`src/stack_blur_line_defines.svh`:
```
// ----------------------------------------------------------------------------
// stack_blur_line_defines
// Assertion macros shared by the stack blur line modules.
// ----------------------------------------------------------------------------
`ifndef STACK_BLUR_LINE_DEFINES_SVH
`define STACK_BLUR_LINE_DEFINES_SVH

// property checked on every rising edge outside reset
`define SBL_ASSERT(lbl, prop, msg) \
	lbl: assert property (@(posedge clk) disable iff (!arst_n) prop) \
		else $error(msg);

// condition that must never be seen outside reset
`define SBL_NEVER(lbl, cond, msg) \
	`SBL_ASSERT(lbl, !(cond), msg)

`endif

```
`src/sbl_pkg.sv`:
```
// ----------------------------------------------------------------------------
// sbl_pkg
// Types and constants shared by the stack blur line controller and datapath.
// ----------------------------------------------------------------------------
`default_nettype none

package sbl_pkg;

	// pixel, radius register and quotient widths
	localparam int PIX_W        = 8;
	localparam int RAD_W        = 6;
	localparam int QUOT_W       = 9;
	localparam int RADIUS_RESET = 1;

	// controller states
	typedef enum logic [3:0] {
		ST_IDLE,
		ST_START1,
		ST_START2,
		ST_RD,
		ST_CALC,
		ST_CHK,
		ST_DIVS,
		ST_DIVW,
		ST_OUT,
		ST_NEXT
	} sbl_state_t;

	// commands from controller to datapath
	typedef struct packed {
		logic accept;
		logic start1;
		logic start2;
		logic rd;
		logic calc;
		logic flush_load;
		logic flush_dec;
		logic div_start;
		logic out_load;
	} sbl_cmd_t;

	// status from datapath to controller
	typedef struct packed {
		logic r_zero;
		logic fill_full;
		logic last;
		logic flush_zero;
		logic div_busy;
		logic out_free;
	} sbl_stat_t;

endpackage

`default_nettype wire

```
`src/sbl_ram.sv`:
```
// ----------------------------------------------------------------------------
// sbl_ram
// Generic single-write, single-read RAM with registered read data.
// ----------------------------------------------------------------------------
`default_nettype none

module sbl_ram #(
	parameter int WIDTH = 8,
	parameter int DEPTH = 66
) (
	input  wire logic                     clk,
	input  wire logic                     we,
	input  wire logic [$clog2(DEPTH)-1:0] waddr,
	input  wire logic [WIDTH-1:0]         wdata,
	input  wire logic [$clog2(DEPTH)-1:0] raddr,
	output logic      [WIDTH-1:0]         rdata
);

	logic [WIDTH-1:0] mem_q [DEPTH];

	// write port
	always_ff @(posedge clk) begin
		if (we) begin
			mem_q[waddr] <= wdata;
		end
	end

	// registered read port
	always_ff @(posedge clk) begin
		rdata <= mem_q[raddr];
	end

endmodule

`default_nettype wire

```
`src/sbl_div.sv`:
```
// ----------------------------------------------------------------------------
// sbl_div
// Restoring divider, one quotient bit per cycle, for the blur normalization.
// The numerator must stay below the divisor times 2^QUOT_W.
// ----------------------------------------------------------------------------
`default_nettype none

module sbl_div #(
	parameter int NUM_W = 21,
	parameter int DEN_W = 12
) (
	input  wire logic                       clk,
	input  wire logic                       arst_n,
	input  wire logic                       start,
	input  wire logic [NUM_W-1:0]           num,
	input  wire logic [DEN_W-1:0]           den,
	output logic                            busy,
	output logic [sbl_pkg::QUOT_W-1:0]      quot
);

	import sbl_pkg::*;

	localparam int TR_W  = DEN_W + QUOT_W - 1;
	localparam int CMP_W = (NUM_W > TR_W) ? NUM_W : TR_W;
	localparam int CNT_W = $clog2(QUOT_W + 1);

	logic [NUM_W-1:0]  rem_q;
	logic [TR_W-1:0]   trial_q;
	logic [QUOT_W-1:0] quot_q;
	logic [CNT_W-1:0]  cnt_q;
	logic [CMP_W-1:0]  rem_ext;
	logic [CMP_W-1:0]  trial_ext;
	logic              fits;

	// trial subtraction of the shifted divisor
	assign rem_ext   = CMP_W'(rem_q);
	assign trial_ext = CMP_W'(trial_q);
	assign fits      = rem_ext >= trial_ext;
	assign busy      = cnt_q != '0;
	assign quot      = quot_q;

	// iteration count
	always_ff @(posedge clk or negedge arst_n) begin
		if (!arst_n) begin
			cnt_q <= '0;
		end else if (start) begin
			cnt_q <= CNT_W'(QUOT_W);
		end else if (busy) begin
			cnt_q <= cnt_q - CNT_W'(1);
		end
	end

	// remainder, divisor and quotient shift
	always_ff @(posedge clk) begin
		if (start) begin
			rem_q   <= num;
			trial_q <= {den, {(QUOT_W - 1){1'b0}}};
			quot_q  <= '0;
		end else if (busy) begin
			if (fits) begin
				rem_q <= NUM_W'(rem_ext - trial_ext);
			end
			trial_q <= trial_q >> 1;
			quot_q  <= {quot_q[QUOT_W-2:0], fits};
		end
	end

endmodule

`default_nettype wire

```
`src/sbl_ctrl.sv`:
```
// ----------------------------------------------------------------------------
// sbl_ctrl
// Sequencer for the stack blur line: line start, window pushes, flush of the
// line tail, normalization and hand-off to the output register.
// ----------------------------------------------------------------------------
`default_nettype none

`include "stack_blur_line_defines.svh"

module sbl_ctrl (
	input  wire logic               clk,
	input  wire logic               arst_n,
	input  wire logic               in_valid,
	output logic                    in_ready,
	input  wire sbl_pkg::sbl_stat_t stat,
	output sbl_pkg::sbl_cmd_t       cmd
);

	import sbl_pkg::*;

	sbl_state_t state_q;
	sbl_state_t state_nxt;
	logic       line_start_q;
	logic       line_end;

	// state register
	always_ff @(posedge clk or negedge arst_n) begin
		if (!arst_n) begin
			state_q <= ST_IDLE;
		end else begin
			state_q <= state_nxt;
		end
	end

	// waiting for the first pixel of a line
	always_ff @(posedge clk or negedge arst_n) begin
		if (!arst_n) begin
			line_start_q <= 1'b1;
		end else if (cmd.start1) begin
			line_start_q <= 1'b0;
		end else if (line_end) begin
			line_start_q <= 1'b1;
		end
	end

	// next state
	always_comb begin
		state_nxt = state_q;
		unique case (state_q)
			ST_IDLE: begin
				if (in_valid) begin
					state_nxt = line_start_q ? ST_START1 : ST_RD;
				end
			end
			ST_START1: state_nxt = ST_START2;
			ST_START2: state_nxt = stat.r_zero ? ST_DIVS : ST_NEXT;
			ST_RD:     state_nxt = ST_CALC;
			ST_CALC:   state_nxt = ST_CHK;
			ST_CHK:    state_nxt = stat.fill_full ? ST_DIVS : ST_NEXT;
			ST_DIVS:   state_nxt = ST_DIVW;
			ST_DIVW: begin
				if (!stat.div_busy) begin
					state_nxt = ST_OUT;
				end
			end
			ST_OUT: begin
				if (stat.out_free) begin
					state_nxt = ST_NEXT;
				end
			end
			ST_NEXT: begin
				state_nxt = (stat.last && !stat.flush_zero) ? ST_RD : ST_IDLE;
			end
			default: state_nxt = ST_IDLE;
		endcase
	end

	// command outputs
	always_comb begin
		cmd      = '0;
		in_ready = 1'b0;
		line_end = 1'b0;
		unique case (state_q)
			ST_IDLE: begin
				in_ready       = 1'b1;
				cmd.accept     = in_valid;
				cmd.flush_load = in_valid && !line_start_q;
			end
			ST_START1: cmd.start1 = 1'b1;
			ST_START2: begin
				cmd.start2     = 1'b1;
				cmd.flush_load = 1'b1;
			end
			ST_RD:   cmd.rd = 1'b1;
			ST_CALC: cmd.calc = 1'b1;
			ST_CHK: begin
			end
			ST_DIVS: cmd.div_start = 1'b1;
			ST_DIVW: begin
			end
			ST_OUT:  cmd.out_load = stat.out_free;
			ST_NEXT: begin
				cmd.flush_dec = stat.last && !stat.flush_zero;
				line_end      = stat.last && stat.flush_zero;
			end
			default: begin
			end
		endcase
	end

	// checks
	`SBL_NEVER(a_out_load_free, cmd.out_load && !stat.out_free, "output loaded while full")
	`SBL_NEVER(a_div_start_idle, cmd.div_start && stat.div_busy, "divider restarted while busy")
	`SBL_ASSERT(a_line_end_last, $rose(line_start_q) |-> $past(stat.last), "line ended without last")

endmodule

`default_nettype wire

```
`src/sbl_dp.sv`:
```
// ----------------------------------------------------------------------------
// sbl_dp
// Datapath of the stack blur line: radius register, window RAM, running sums,
// divider and output register.
// ----------------------------------------------------------------------------
`default_nettype none

`include "stack_blur_line_defines.svh"

module sbl_dp #(
	parameter int MAX_RADIUS = 32
) (
	input  wire logic                       clk,
	input  wire logic                       arst_n,
	input  wire logic                       cfg_we,
	input  wire logic [sbl_pkg::RAD_W-1:0]  cfg_wdata,
	input  wire logic [sbl_pkg::PIX_W-1:0]  in_pixel,
	input  wire logic                       in_last,
	output logic                            out_valid,
	input  wire logic                       out_ready,
	output logic [sbl_pkg::PIX_W-1:0]       out_pixel,
	output logic                            out_last,
	input  wire sbl_pkg::sbl_cmd_t          cmd,
	output sbl_pkg::sbl_stat_t              stat
);

	import sbl_pkg::*;

	localparam int R_W    = $clog2(MAX_RADIUS + 1);
	localparam int RP1_W  = $clog2(MAX_RADIUS + 2);
	localparam int DEPTH  = 2 * MAX_RADIUS + 2;
	localparam int PTR_W  = $clog2(DEPTH);
	localparam int LW     = PTR_W + 1;
	localparam int SUM_W  = $clog2((MAX_RADIUS + 1) * 255 + 1);
	localparam int AREA_W = $clog2((MAX_RADIUS + 1) * (MAX_RADIUS + 1) + 1);
	localparam int WS_W   = $clog2((MAX_RADIUS + 1) * (MAX_RADIUS + 1) * 255 + 1);
	localparam int NUM_W  = WS_W + 2;
	localparam int DEN_W  = AREA_W + 1;

	logic [RAD_W-1:0]        radius_q;
	logic [PIX_W-1:0]        pix_q;
	logic                    last_q;
	logic [PIX_W-1:0]        first_q;
	logic [R_W-1:0]          r_q;
	logic [AREA_W-1:0]       area_q;
	logic [SUM_W-1:0]        recent_q;
	logic [SUM_W-1:0]        older_q;
	logic [WS_W-1:0]         wsum_q;
	logic [PTR_W-1:0]        wp_q;
	logic                    wrapped_q;
	logic [R_W-1:0]          fill_q;
	logic [R_W-1:0]          flush_q;
	logic                    old_wr_q;
	logic                    mid_wr_q;
	logic                    done_q;
	logic                    out_valid_q;
	logic [PIX_W-1:0]        out_pix_q;
	logic                    out_last_q;

	logic [R_W-1:0]          r_sat;
	logic [RP1_W-1:0]        rp1;
	logic [2*RP1_W-1:0]      area_prod;
	logic [RP1_W+PIX_W-1:0]  line_prod;
	logic [AREA_W+PIX_W-1:0] wsum_prod;
	logic [LW-1:0]           len;
	logic [LW-1:0]           mid_sum;
	logic [PTR_W-1:0]        mid_addr;
	logic [LW-1:0]           wp_inc;
	logic [PIX_W-1:0]        rd_old;
	logic [PIX_W-1:0]        rd_mid;
	logic [PIX_W-1:0]        oldest;
	logic [PIX_W-1:0]        mid;
	logic [SUM_W-1:0]        recent_nxt;
	logic [SUM_W-1:0]        older_nxt;
	logic [WS_W-1:0]         wsum_nxt;
	logic [NUM_W-1:0]        div_num;
	logic [DEN_W-1:0]        div_den;
	logic                    div_busy;
	logic [QUOT_W-1:0]       div_quot;
	logic [PIX_W-1:0]        quot_sat;
	logic                    out_free;

	// radius register
	always_ff @(posedge clk or negedge arst_n) begin
		if (!arst_n) begin
			radius_q <= RAD_W'(RADIUS_RESET);
		end else if (cfg_we) begin
			radius_q <= cfg_wdata;
		end
	end

	// line start products
	assign r_sat     = (radius_q > RAD_W'(MAX_RADIUS)) ? R_W'(MAX_RADIUS)
	                                                   : R_W'(radius_q);
	assign rp1       = RP1_W'(r_sat) + RP1_W'(1);
	assign area_prod = (2*RP1_W)'(rp1) * (2*RP1_W)'(rp1);
	assign line_prod = (RP1_W+PIX_W)'(rp1) * (RP1_W+PIX_W)'(pix_q);
	assign wsum_prod = (AREA_W+PIX_W)'(area_q) * (AREA_W+PIX_W)'(first_q);

	// ring addressing over 2r+2 entries
	assign len      = LW'({r_q, 1'b0}) + LW'(2);
	assign mid_sum  = LW'(wp_q) + LW'(r_q) + LW'(1);
	assign mid_addr = (mid_sum >= len) ? PTR_W'(mid_sum - len) : PTR_W'(mid_sum);
	assign wp_inc   = LW'(wp_q) + LW'(1);

	// entries not yet written in this line read as the first pixel
	assign oldest = old_wr_q ? rd_old : first_q;
	assign mid    = mid_wr_q ? rd_mid : first_q;

	// running sum update
	assign recent_nxt = recent_q + SUM_W'(pix_q) - SUM_W'(mid);
	assign older_nxt  = older_q + SUM_W'(mid) - SUM_W'(oldest);
	assign wsum_nxt   = wsum_q + WS_W'(recent_nxt) - WS_W'(older_nxt);

	// input item capture
	always_ff @(posedge clk) begin
		if (cmd.accept) begin
			pix_q  <= in_pixel;
			last_q <= in_last;
		end
	end

	// window sums and pointers
	always_ff @(posedge clk or negedge arst_n) begin
		if (!arst_n) begin
			r_q       <= '0;
			area_q    <= '0;
			first_q   <= '0;
			recent_q  <= '0;
			older_q   <= '0;
			wsum_q    <= '0;
			wp_q      <= '0;
			wrapped_q <= 1'b0;
			fill_q    <= '0;
		end else if (cmd.start1) begin
			r_q       <= r_sat;
			area_q    <= AREA_W'(area_prod);
			first_q   <= pix_q;
			recent_q  <= SUM_W'(line_prod);
			older_q   <= SUM_W'(line_prod);
			wp_q      <= '0;
			wrapped_q <= 1'b0;
			fill_q    <= '0;
		end else if (cmd.start2) begin
			wsum_q <= WS_W'(wsum_prod);
		end else if (cmd.calc) begin
			recent_q <= recent_nxt;
			older_q  <= older_nxt;
			wsum_q   <= wsum_nxt;
			if (wp_inc == len) begin
				wp_q      <= '0;
				wrapped_q <= 1'b1;
			end else begin
				wp_q <= PTR_W'(wp_inc);
			end
			if (fill_q < r_q) begin
				fill_q <= fill_q + R_W'(1);
			end
		end
	end

	// tail flush count
	always_ff @(posedge clk or negedge arst_n) begin
		if (!arst_n) begin
			flush_q <= '0;
		end else if (cmd.flush_load) begin
			flush_q <= r_q;
		end else if (cmd.flush_dec) begin
			flush_q <= flush_q - R_W'(1);
		end
	end

	// written-this-line flags for the two window reads
	always_ff @(posedge clk) begin
		if (cmd.rd) begin
			old_wr_q <= wrapped_q;
			mid_wr_q <= wrapped_q || (mid_addr < wp_q);
		end
	end

	// window copies, one per read address
	sbl_ram #(
		.WIDTH(PIX_W),
		.DEPTH(DEPTH)
	) u_ram_old (
		.clk  (clk),
		.we   (cmd.calc),
		.waddr(wp_q),
		.wdata(pix_q),
		.raddr(wp_q),
		.rdata(rd_old)
	);

	sbl_ram #(
		.WIDTH(PIX_W),
		.DEPTH(DEPTH)
	) u_ram_mid (
		.clk  (clk),
		.we   (cmd.calc),
		.waddr(wp_q),
		.wdata(pix_q),
		.raddr(mid_addr),
		.rdata(rd_mid)
	);

	// normalization: (2*wsum + area) / (2*area)
	assign div_num = {1'b0, wsum_q, 1'b0} + NUM_W'(area_q);
	assign div_den = {area_q, 1'b0};

	sbl_div #(
		.NUM_W(NUM_W),
		.DEN_W(DEN_W)
	) u_div (
		.clk   (clk),
		.arst_n(arst_n),
		.start (cmd.div_start),
		.num   (div_num),
		.den   (div_den),
		.busy  (div_busy),
		.quot  (div_quot)
	);

	// final pixel of the line marker
	always_ff @(posedge clk) begin
		if (cmd.div_start) begin
			done_q <= last_q && (flush_q == '0);
		end
	end

	// output register
	assign quot_sat = (|div_quot[QUOT_W-1:PIX_W]) ? {PIX_W{1'b1}} : div_quot[PIX_W-1:0];
	assign out_free = !out_valid_q || out_ready;

	always_ff @(posedge clk or negedge arst_n) begin
		if (!arst_n) begin
			out_valid_q <= 1'b0;
		end else if (cmd.out_load) begin
			out_valid_q <= 1'b1;
		end else if (out_ready) begin
			out_valid_q <= 1'b0;
		end
	end

	always_ff @(posedge clk) begin
		if (cmd.out_load) begin
			out_pix_q  <= quot_sat;
			out_last_q <= done_q;
		end
	end

	assign out_valid = out_valid_q;
	assign out_pixel = out_pix_q;
	assign out_last  = out_last_q;

	// status to the controller
	always_comb begin
		stat            = '0;
		stat.r_zero     = r_q == '0;
		stat.fill_full  = fill_q == r_q;
		stat.last       = last_q;
		stat.flush_zero = flush_q == '0;
		stat.div_busy   = div_busy;
		stat.out_free   = out_free;
	end

	// checks
	`SBL_NEVER(a_fill_le_r, fill_q > r_q, "fill count past radius")
	`SBL_NEVER(a_wp_in_ring, LW'(wp_q) >= len, "write pointer outside ring")
	`SBL_NEVER(a_mid_in_ring, cmd.rd && (LW'(mid_addr) >= len), "middle read outside ring")

endmodule

`default_nettype wire

```
`src/stack_blur_line.sv`:
```
// ----------------------------------------------------------------------------
// stack_blur_line
// One-dimensional stack blur of a line of 8-bit pixels.
// ----------------------------------------------------------------------------
// Pixels of a line enter in order on the slave stream, tlast on the final one.
// Blurred pixel c leaves once pixel c+r has entered; the final pixel flushes
// the remaining r outputs, the last one flagged by tlast. The radius is
// written through cfg_we/cfg_wdata between lines, saturates at MAX_RADIUS and
// is latched at the first pixel of each line; radius 0 passes pixels through.
// The first pixel of a line opens the window; each further pixel gets a window
// update (registered window RAM read, then sum update), and each result then
// goes through the one-bit-per-cycle normalizing divider (9 steps) and the
// output load; the final pixel takes r extra updates. The output register
// lets the next pixel enter while a result waits to be taken.
// ----------------------------------------------------------------------------
`default_nettype none

module stack_blur_line #(
	parameter int MAX_RADIUS = 32
) (
	input  wire logic                      clk,
	input  wire logic                      arst_n,
	// configuration: radius
	input  wire logic                      cfg_we,
	input  wire logic [sbl_pkg::RAD_W-1:0] cfg_wdata,
	// pixel input
	input  wire logic                      s_axis_tvalid,
	output logic                           s_axis_tready,
	input  wire logic [7:0]                s_axis_tdata,  // [7:0] pixel_in
	input  wire logic                      s_axis_tlast,  // last_in_line
	// blurred output
	output logic                           m_axis_tvalid,
	input  wire logic                      m_axis_tready,
	output logic [7:0]                     m_axis_tdata,  // [7:0] pixel_out
	output logic                           m_axis_tlast   // line_done
);

	import sbl_pkg::*;

	sbl_cmd_t  cmd;
	sbl_stat_t stat;

	// sequencer
	sbl_ctrl u_ctrl (
		.clk     (clk),
		.arst_n  (arst_n),
		.in_valid(s_axis_tvalid),
		.in_ready(s_axis_tready),
		.stat    (stat),
		.cmd     (cmd)
	);

	// datapath
	sbl_dp #(
		.MAX_RADIUS(MAX_RADIUS)
	) u_dp (
		.clk      (clk),
		.arst_n   (arst_n),
		.cfg_we   (cfg_we),
		.cfg_wdata(cfg_wdata),
		.in_pixel (s_axis_tdata),
		.in_last  (s_axis_tlast),
		.out_valid(m_axis_tvalid),
		.out_ready(m_axis_tready),
		.out_pixel(m_axis_tdata),
		.out_last (m_axis_tlast),
		.cmd      (cmd),
		.stat     (stat)
	);

endmodule

`default_nettype wire

```
`config.mk`:
```
export PLATFORM = sky130hd
export DESIGN_NAME = stack_blur_line
export DESIGN_NICKNAME = d
export VERILOG_FILES = /design/src/sbl_pkg.sv /design/src/sbl_ram.sv /design/src/sbl_div.sv /design/src/sbl_ctrl.sv /design/src/sbl_dp.sv /design/src/stack_blur_line.sv
export VERILOG_INCLUDE_DIRS = /design/src /design/src/src
export SDC_FILE = /design/constraint.sdc
export NUM_CORES = 2
export LEC_CHECK = 0
export BUFFER_PORTS_ARGS = -buffer_cell sky130_fd_sc_hd__clkbuf_2
export CAP_MARGIN = 40
export CORE_MARGIN = 4
export CORE_UTILIZATION = 25
export DETAILED_ROUTE_END_ITERATION = 12
export RECOVER_POWER = 25
export SYNTH_ARGS = -nofsm -noshare
export SYNTH_HDL_FRONTEND = slang
export SYNTH_SLANG_ARGS = --single-unit
```
`constraint.sdc`:
```
create_clock -name clk -period 6.1 [get_ports clk]
set_input_delay 0.915 -clock clk [delete_from_list [all_inputs] [get_ports clk]]
set_output_delay 0.915 -clock clk [all_outputs]
set_load 0.05 [all_outputs]
```
==> run metrics <==
Setup-failing EPs final 0; Post-Syn Area 0.04197 mm²; mux cell area share after synthesis 5.388%; Fin Setup TNS 0 ps; Fin. Hold Viols 0; CP delay by family, top compound AO/OA/AOI/OAI gates; multi-input combinational cell area 0.01935 mm²; max incr delay on CP 470 ps; flop2flop setup slack 410 ps; Crit Path Max Fanout 4; Period Utilization, post-route 93.34%; worst r2r src u_dp.mid_wr_q; Synth Flop Type edfxtp_1; GRT overflow 0; Clock Latency Late Sink 690 ps; Post-synth EDFFs 581; r2r endpoint u_dp.wsum_q[17]; met3 Resource Use GR 2.957%; Min-Delay Path Class input pin to asynchronous set/reset pin; die height 417.7 µm; layout cells sized above 1 11.14%; yosys warns 0; Remaining DRCs 0; status finished, violations left; global route hottest layer met2; post-layout util 28.65%; Hold-fix buffers, CTS 0; Syn Inst Count 3802; met1 GRT Util 19.57%; Core Area 0.1670 mm²; ys async rst share 14.82%; crit path launch type flop; register area 0.02081 mm²; largest net degree at the start of global routing 99; post-synthesis xor/xnor area fraction 2.755%; Clock Sinks 722; Starting Density 25.12%; fin crit period 5694 ps; CTS root buf clkbuf_16; worst slew pin tran 3137 ps; die area 0.1745 mm²; syn avg cell area 11.04 µm²; largest family of logic cells by synthesized area compound AO/OA/AOI/OAI gates; CTS Buf Count 79; Ports 31; met2 Resource Use GR 22.67%; Distinct cells, synth 81; GR Util All Layers 14.59%; H-tree levels 3; Initial DRC Count 4141; Longest Clk Path Bufs 3; Adder-Cell Fraction of Synth Area 11.10%; DR pass1 iterations 5; via count 31800; row count 150; required time of the worst setup path 6680 ps; Worst setup EP type flop; vias per cell 5.202; Total Routed Length 131000 µm; Placer Congestion 0.9149; CTS tree yes; wire length per cell 21.43 µm; placed wire-length estimate 88420 µm; violated checks capacitance limit, slew limit; sequential share of the synthesized area 49.58%; Final Non-Filler Cells 6113; port bufs 30; first-pass GRT wire length 196400 µm; Die W 417.7 µm; Final #Nets 4166; Placed Cells incl. Taps 5964; max-slew violations 187; Clk pin slew, worst setup/hold paths 60 ps; area fraction in compound gates after synthesis 13.93%; Slew headroom -109.2%; class of the most critical setup path flop to flop; vias in the first global route 31300; post-route antenna net violation count 0; initial antenna violation count 8; register bit total from synthesis 722; crit path DAT 6270 ps; FILL cells 17200; fmax 175.6 MHz; highest-delay cell along the critical path fa_1; path depth of the worst reg2reg path 25; number of max-cap violations 3; Synth-to-Final Area Change 14.05%; simple-gate share of the synthesized area 12.62%; Final Skew 59.50 ps; CP Buf/Inv Count 1
-- logic make-up (layout without fill, tap and decap cells) --
group / count (synthesis) / in the layout
simple gates: 1175 / 1175
compound gates: 842 / 842
flops: 722 / 722
buf+inv: 487 / 588
fa+ha+maj: 304 / 304
mux: 138 / 138
xor+xnor: 132 / 132
other cells: 2 / 8
-- state kept, by name, summed over array words and instances (netlist names), 10 cells and up --
register	cells
u_dp.u_ram_mid.mem_q	16
u_dp.u_div.rem_ext	21
u_dp.u_div.trial_q	20
u_dp.wsum_q	19
u_dp.older_q	14
u_dp.u_ram_old.mem_q	512
u_dp.area_q	10
u_dp.recent_q	14
-- cell usage after synthesis, types with 26 or more instances --
master    number  area share, %
a211oi_1      34           0.61
a21o_1        39           0.70
a21oi_1      150            1.8
a22o_1        31           0.65
a22oi_1      212            3.8
a311oi_1      32           0.67
a31oi_1       57           0.85
and2_1        52           0.78
and3_1        35           0.52
buf_1         26           0.23
buf_2         34           0.41
clkbuf_1     147            1.3
dfrtp_1      105            6.3
dfxtp_1       34            1.6
edfxtp_1     581             42
fa_1         114            5.4
ha_1         190            5.7
inv_1        259            2.3
mux2i_1       46            1.1
mux4_2        66            3.5
nand2_1      521            4.7
nand2b_1      30           0.45
nand3_1      129            1.5
nand4_1       47           0.70
nor2_1       214            1.9
nor2b_1       36           0.54
nor3_1        60           0.72
o21ai_0      126            1.5
xnor2_1       90            1.9
xor2_1        42           0.88
-- repair_timing --
| item | 4_1_cts | 5_1_grt |
|---|---|---|
| gates resized for setup | 0 | 7 |
| buffers inserted | 0 | 1 |
| endpoints found under the setup margin | 0 | 4 |
-- stage by stage --
step	area [µm²]	hold WS (ps)	worst slack, ps
floorplan	41970	400.3	40.59
global placement	44850	411.4	177.5
detailed placement	45350	413.8	222.5
CTS	47860	96.91	182.5
global route	47860	358.7	-10.68
finish	47860	315.4	406.4
-- how the worst max path moves through the flow --
| stage | start | to | depth (start not counted) |
|---|---|---|---|
| CTS | u_dp.mid_wr_q | u_dp.wsum_q[16] | 25 |
| detailed placement | u_dp.mid_wr_q | u_dp.wsum_q[16] | 25 |
| global route | u_dp.mid_wr_q | u_dp.wsum_q[16] | 25 |
| finish | u_dp.mid_wr_q | u_dp.wsum_q[17] | 25 |
| floorplan | u_dp.pix_q[1] | u_dp.wsum_q[16] | 24 |
| global placement | u_dp.mid_wr_q | u_dp.wsum_q[16] | 25 |
-- placed cells by master, fill, tap and decap left out, types with 12 or more instances in the layout --
master,count
buf_12,12
nand4_1,47
ha_1,189
dfxtp_1,34
clkbuf_16,79
mux2_2,21
nand2_1,520
a31oi_1,57
mux4_2,66
a311oi_1,32
xnor2_1,89
inv_1,259
o21a_1,13
a22o_1,31
fa_1,114
and3_1,35
a21o_1,39
xor2_1,42
nor2_1,212
nor2b_1,36
a22oi_1,212
or2_2,14
nand3_1,129
buf_4,125
a41oi_1,21
a211oi_1,34
a21oi_1,147
o21ai_0,124
clkinv_1,16
mux2i_1,43
nand2b_1,30
a221oi_1,24
clkbuf_1,29
clkbuf_2,25
and2_1,52
edfxtp_1,581
nor3_1,52
dfrtp_1,104
-- per-layer routing --
metal  vias up  routed length (µm)
met1     15790               54310
met2      1634               58730
met4         2                6124
met5         -                  13
met3       336               11860
li1      14040                   -
-- area by class of cell --
class	instances	area share [%]
Multi-Input combinational cell	2594	40.42
Sequential cell	722	43.48
Antenna cell	5	0.02614
Tap cell	2204	5.761
Timing Repair Buffer	178	2.983
Clock inverter	40	0.8470
Inverter	267	2.104
Clock buffer	103	4.381
Power is left out: the tool's default activity adds up to more than one toggle a clock period on the data nets, which glitch-free logic cannot reach.
